**config.mk**
```make
export PLATFORM = sky130hd
export DESIGN_NAME = pjd_front
export DESIGN_NICKNAME = d
export VERILOG_FILES = /design/src/hw/rtl/priority_job_dispatcher_unit_defines.svh /design/src/hw/rtl/pjd_pkg.sv /design/src/hw/rtl/pjd_front.sv
export SDC_FILE = /design/constraint.sdc
export NUM_CORES = 1
export LEC_CHECK = 0
export ABC_CLOCK_PERIOD_IN_PS = 1800
export CAP_MARGIN = 20
export CORE_AREA = 4 4 50 52
export CTS_CLUSTER_DIAMETER = 60
export DETAILED_ROUTE_END_ITERATION = 7
export DIE_AREA = 0 0 54 56
export DONT_BUFFER_PORTS = 1
export PLACE_DENSITY = 0.84
export SLEW_MARGIN = 40
export SYNTH_ARGS = -nofsm -noshare
export SYNTH_HDL_FRONTEND = slang
export SYNTH_SLANG_ARGS = --single-unit
```
**constraint.sdc**
```tcl
create_clock -name clk -period 1.8 [get_ports clk]
set_input_delay 0.45 -clock clk [delete_from_list [all_inputs] [get_ports clk]]
set_output_delay 0.45 -clock clk [all_outputs]
set_load 0.02 [all_outputs]
```
**src/hw/rtl/priority_job_dispatcher_unit_defines.svh**
```systemverilog
// Assertion macros used by the dispatcher back end.
`ifndef PRIORITY_JOB_DISPATCHER_UNIT_DEFINES_SVH
`define PRIORITY_JOB_DISPATCHER_UNIT_DEFINES_SVH

// Same-cycle implication, disabled while reset is asserted.
`define PJD_ASSERT_IMPL(label, clk, rst_n, ante, cons) \
    label: assert property (@(posedge clk) disable iff (!rst_n) (ante) |-> (cons)) \
        else $error("dispatcher assertion failed");

// Next-cycle implication, disabled while reset is asserted.
`define PJD_ASSERT_NEXT(label, clk, rst_n, ante, cons) \
    label: assert property (@(posedge clk) disable iff (!rst_n) (ante) |=> (cons)) \
        else $error("dispatcher assertion failed");

`endif

```
**src/hw/rtl/pjd_pkg.sv**
```systemverilog
// Types, codes and a helper function of the job dispatcher.
`timescale 1ns / 1ps
`default_nettype none
package pjd_pkg;

    localparam int MAX_WORKERS_DEF = 16;
    localparam int FIFO_DEPTH_DEF  = 128;

    // Input commands
    localparam logic [1:0] CMD_SUBMIT   = 2'd0;
    localparam logic [1:0] CMD_DISPATCH = 2'd1;
    localparam logic [1:0] CMD_FREE     = 2'd2;

    // Priorities
    localparam logic [1:0] PRIO_NONE = 2'd0;
    localparam logic [1:0] PRIO_HIGH = 2'd3;

    // Result status codes
    localparam logic [2:0] ST_DISPATCHED = 3'd0;
    localparam logic [2:0] ST_QUEUED     = 3'd1;
    localparam logic [2:0] ST_REJECTED   = 3'd2;
    localparam logic [2:0] ST_FULL       = 3'd3;
    localparam logic [2:0] ST_ASSIGNED   = 3'd4;
    localparam logic [2:0] ST_FREED      = 3'd5;

    // Classified command kinds
    localparam logic [1:0] KIND_NOP      = 2'd0;
    localparam logic [1:0] KIND_SUBMIT   = 2'd1;
    localparam logic [1:0] KIND_DISPATCH = 2'd2;
    localparam logic [1:0] KIND_FREE     = 2'd3;

    // Configuration register indexes
    localparam logic CFG_WORKER_COUNT = 1'b0;
    localparam logic CFG_MULTITHREAD  = 1'b1;

    typedef struct packed {
        logic [1:0] command;
        logic [2:0] job_type;
        logic [1:0] priority_req;
        logic       has_dependencies;
        logic [3:0] worker_index;
    } in_item_t;

    typedef struct packed {
        logic [2:0]  status;
        logic [15:0] job_handle;
        logic [3:0]  assigned_worker;
        logic        last;
    } out_item_t;

    typedef struct packed {
        logic [1:0] kind;
        logic       reject;
        logic       immediate;
        logic [1:0] queue_sel;
        logic [2:0] job_type;
        logic [3:0] worker_index;
    } cmd_t;

    typedef struct packed {
        logic valid;
        cmd_t cmd;
    } cmd_chan_t;

    // Type mask of worker w for the current configuration.
    function automatic logic [2:0] worker_mask(input logic [3:0] w,
                                               input logic [4:0] wc,
                                               input logic mt);
        logic [2:0] m;
        if (wc == 5'd1 || !mt)
            m = (w == 4'd0) ? 3'd7 : 3'd1;
        else if (wc == 5'd2)
            m = (w == 4'd0) ? 3'd3 : 3'd5;
        else if (w == 4'd0)
            m = 3'd2;
        else if (w == 4'd1)
            m = 3'd4;
        else
            m = 3'd1;
        return m;
    endfunction

endpackage
`default_nettype wire

```
**src/hw/rtl/pjd_front.sv**
```systemverilog
// Front end: accepts items, classifies them and holds them in a short queue.
`timescale 1ns / 1ps
`default_nettype none
module pjd_front #(
    parameter int MAX_WORKERS = pjd_pkg::MAX_WORKERS_DEF
) (
    input  wire logic               clk,
    input  wire logic               rst_n,
    input  wire logic               in_valid,
    output logic                    in_ready,
    input  wire pjd_pkg::in_item_t  in_item,
    output pjd_pkg::cmd_chan_t      cmd_out,
    input  wire logic               cmd_pop
);
    pjd_pkg::cmd_t slot_reg [2];
    logic [1:0] cnt_reg, cnt_next;
    logic       rd_reg, rd_next;
    logic       wr_reg, wr_next;
    pjd_pkg::cmd_t cls;
    logic push;

    // Classify the incoming item
    always_comb
    begin
        cls = '0;
        cls.job_type     = in_item.job_type;
        cls.worker_index = in_item.worker_index;
        cls.reject       = (in_item.priority_req == pjd_pkg::PRIO_NONE);
        cls.immediate    = (in_item.priority_req == pjd_pkg::PRIO_HIGH) &&
                           !in_item.has_dependencies;
        cls.queue_sel    = 2'd3 - in_item.priority_req;
        unique case (in_item.command)
            pjd_pkg::CMD_SUBMIT:   cls.kind = pjd_pkg::KIND_SUBMIT;
            pjd_pkg::CMD_DISPATCH: cls.kind = pjd_pkg::KIND_DISPATCH;
            pjd_pkg::CMD_FREE:
                cls.kind = ({1'b0, in_item.worker_index} < 5'(MAX_WORKERS)) ?
                           pjd_pkg::KIND_FREE : pjd_pkg::KIND_NOP;
            default:               cls.kind = pjd_pkg::KIND_NOP;
        endcase
    end

    assign in_ready = (cnt_reg != 2'd2);
    assign push     = in_valid && in_ready;
    assign cmd_out.valid = (cnt_reg != 2'd0);
    assign cmd_out.cmd   = slot_reg[rd_reg];

    // Advance queue pointers
    always_comb
    begin
        cnt_next = cnt_reg;
        rd_next  = rd_reg;
        wr_next  = wr_reg;
        if (push)
            wr_next = !wr_reg;
        if (cmd_pop && cmd_out.valid)
            rd_next = !rd_reg;
        if (push && !(cmd_pop && cmd_out.valid))
            cnt_next = cnt_reg + 2'd1;
        else if (!push && cmd_pop && cmd_out.valid)
            cnt_next = cnt_reg - 2'd1;
    end

    always_ff @(posedge clk or negedge rst_n)
    begin
        if (!rst_n)
        begin
            cnt_reg <= '0;
            rd_reg  <= 1'b0;
            wr_reg  <= 1'b0;
        end
        else
        begin
            cnt_reg <= cnt_next;
            rd_reg  <= rd_next;
            wr_reg  <= wr_next;
        end
    end

    // Store the classified item
    always_ff @(posedge clk)
    begin
        if (push)
            slot_reg[wr_reg] <= cls;
    end
endmodule
`default_nettype wire

```
==> impl_metrics.json <==
{
  "p_switching_mw": 0.685,
  "hold_viol": 0,
  "clk_pin_slew_ns": 0.09,
  "gp_congestion": 0.723,
  "yosysTopAreaCellShare": 0.645,
  "netlist_area_sq_mm": 0.00121,
  "top_level_ports": 31,
  "yosysWarnings": 0,
  "wirelength_um": 1970,
  "internal-power_mw": 1.37,
  "instances_no_fill": 112,
  "post-place-cells": 101,
  "worst_pin_slew_ns": 0.583,
  "setup_viol": 0,
  "std_cell_rows": 17,
  "vias": 619,
  "critPathCaptureType": "output pin",
  "critical_path.max_stage_delay_ns": 0.43,
  "critPathTopFamily": "flip-flops",
  "syn_to_final_growth_pct": 11.2,
  "vdd_drop_max_v": 0.000872,
  "initial_core_util": 0.575,
  "design.core.area_sq_mm": 0.00211,
  "fmax_ghz": 0.565,
  "p_total_mw": 2.06,
  "n_fill_cell": 157,
  "dr.pass1.iters": 2,
  "syn-instance-count": 72,
  "grt_pass1_wl_um": 2900,
  "fin_crit_sh": 0.983,
  "synth_area_leader_cell": "edfxtp_1",
  "start_kind": "register",
  "h-tree-depth": 2,
  "grt_pass1_vias": 693,
  "die_w_um": 54,
  "drt_iter0_drc": 12,
  "min_path_type": "in -> reg",
  "synth_area_per_cell_sq_um": 16.8,
  "cts.sinks": 30,
  "detailed_place_hpwl_um": 1370,
  "diodes": 0,
  "synth_fp_nets": 91,
  "combPwrFrac": 0.316,
  "place_ws_ns": 0.235,
  "arrival_ns": 1.32,
  "port_buffers": 0,
  "clockRootBuffer": "clkbuf_4",
  "synth.distinct_cells": 20,
  "largest_reg_flops": 26,
  "final_max_slew_viol_count": 0,
  "fin_nets": 102,
  "synth-seq-cells": 30,
  "async_flop_share": 0.133,
  "max-cap-violations": 0,
  "viasPerCell": 5.53,
  "crit_chain": "buf_6 > mux2_2",
  "die_h_um": 56,
  "drive_gt1_frac": 0.310,
  "leakage_nw": 0.497,
  "cts_buffers": 5,
  "netSwitchingFraction": 0.333,
  "synth_edf_count": 26,
  "final_antenna_net_count": 0,
  "cts-root-to-sink-buffers": 2,
  "grt-ovfl-total": 0,
  "avgRoutedWirePerCell_um": 17.6,
  "seq_power_share": 0.484,
  "design.die.area_sq_mm": 0.00302,
  "worst_path_max_delay_cell": "dfrtp_1",
  "clkLatencyLatePin_ns": 0.33,
  "worst_ep_required_time_ns": 1.35,
  "synth-seq-area-share": 0.728,
  "grtUsageTotal": 0.144,
  "worst_clock_skew_ns": 0.00934,
  "rsz0062_at_grt": "yes",
  "crit_fanout": 7,
  "antenna_found_initial": 0,
  "pwr-share-clk": 0.200,
  "powerDensity_mw_per_mm2": 1530,
  "slew_headroom": 0.612,
  "fin_ws_ns": 0.0309,
  "worst-setup-path-type": "reg -> out",
  "cp_num_buf_inv": 1,
  "grt_max_degree": 14,
  "period_minus_slack_ns": 1.77,
  "drc": 0,
  "status": "completed",
  "r2r_slack_ns": 0.21,
  "synth_top_flop_cell": "edfxtp_1",
  "cts_tree": "yes",
  "synthTopCellsByArea": "edfxtp_1 65%, mux2_2 12%, dfrtp_1 8.3%"
}
[worst reg2reg max path: stages (launching register included)]
cell and delay, ns:
dfrtp_1 0.42, nand2b_2 0.24, and3_1 0.56
[power groups by stage]
stage / Combinational, mW / Sequential [mW] / Clock, mW
floorplan: 0.519 / 0.996 / 0
CTS: 0.616 / 0.993 / 0.422
finish: 0.651 / 0.996 / 0.411
detailed placement: 0.600 / 1.01 / 0
global placement: 0.593 / 0.991 / 0
global route: 0.695 / 1.01 / 0.464
[cell usage in the layout (no fill, tap or decap), types with 3 or more instances in the layout]
cell / instances
mux2_2: 13
edfxtp_1: 26
inv_1: 5
ha_1: 3
clkbuf_4: 5
dfrtp_1: 4
nor2_1: 4
[through the flow]
step | setup TNS, ns | utilization | instance area, sq um | hold WS, ns
detailed placement | 0 | 0.593 | 1250 | 0.155
finish | 0 | 0.639 | 1350 | 0.205
global placement | 0 | 0.593 | 1250 | 0.155
global route | -0.316 | 0.639 | 1350 | 0.178
CTS | 0 | 0.630 | 1330 | 0.194
floorplan | 0 | - | 1210 | 0.154
[per-layer routing]
metal,global-route usage,vias up,routed length (um),share of wire
li1,-,287,-,-
met1,0.0987,300,601,0.31
met2,0.256,24,1060,0.54
met3,0.107,8,232,0.12
met4,0.0747,0,76,0.039
met5,0,-,0,0
[synth_stat cells (2+ instances only)]
library cell,count
ha_1,3
dfrtp_1,4
xnor2_1,2
edfxtp_1,26
inv_1,5
a21oi_1,2
nor2_1,4
mux2_2,13
nand2_1,2
[logic make-up after synthesis]
logic type      count (synthesis)  synth area share
fa+ha+maj                       3            0.0310
flops                          30             0.728
buf+inv                         6            0.0248
simple gates                   12            0.0517
mux                            13             0.121
xor+xnor                        2            0.0145
compound gates                  6            0.0290
[final timing paths]
path	to	cells past startpoint	startpoint
max	cmd_out[0]	2	rd_reg
min	cnt_reg[1]	1	cmd_pop
max reg2reg	slot_reg[1][2]	2	cnt_reg[0]
min reg2reg	wr_reg	1	wr_reg
max in group asynchronous	cnt_reg[0]	1	rst_n
min in group asynchronous	cnt_reg[1]	1	rst_n
[layout make-up]
| type | count | area [sq um] | area share |
|---|---|---|---|
| clock inverter | 2 | 12.5 | 0.00930 |
| clock buffer | 6 | 51.3 | 0.0381 |
| sequential | 30 | 881 | 0.655 |
| inverter | 5 | 18.8 | 0.0140 |
| timing repair buffer | 5 | 47.5 | 0.0353 |
| tap | 28 | 35.0 | 0.0260 |
| multi-input combinational | 36 | 299 | 0.222 |
[timing repair]
item	in CTS	in global routing
setup buffers	0	1
gates resized for setup	1	3
setup endpoints to repair	13	13
hold buffers	1	0
gates cloned	0	1
endpoints found under the hold margin	4	0
Note: power is estimated with default switching activity, not from simulation.
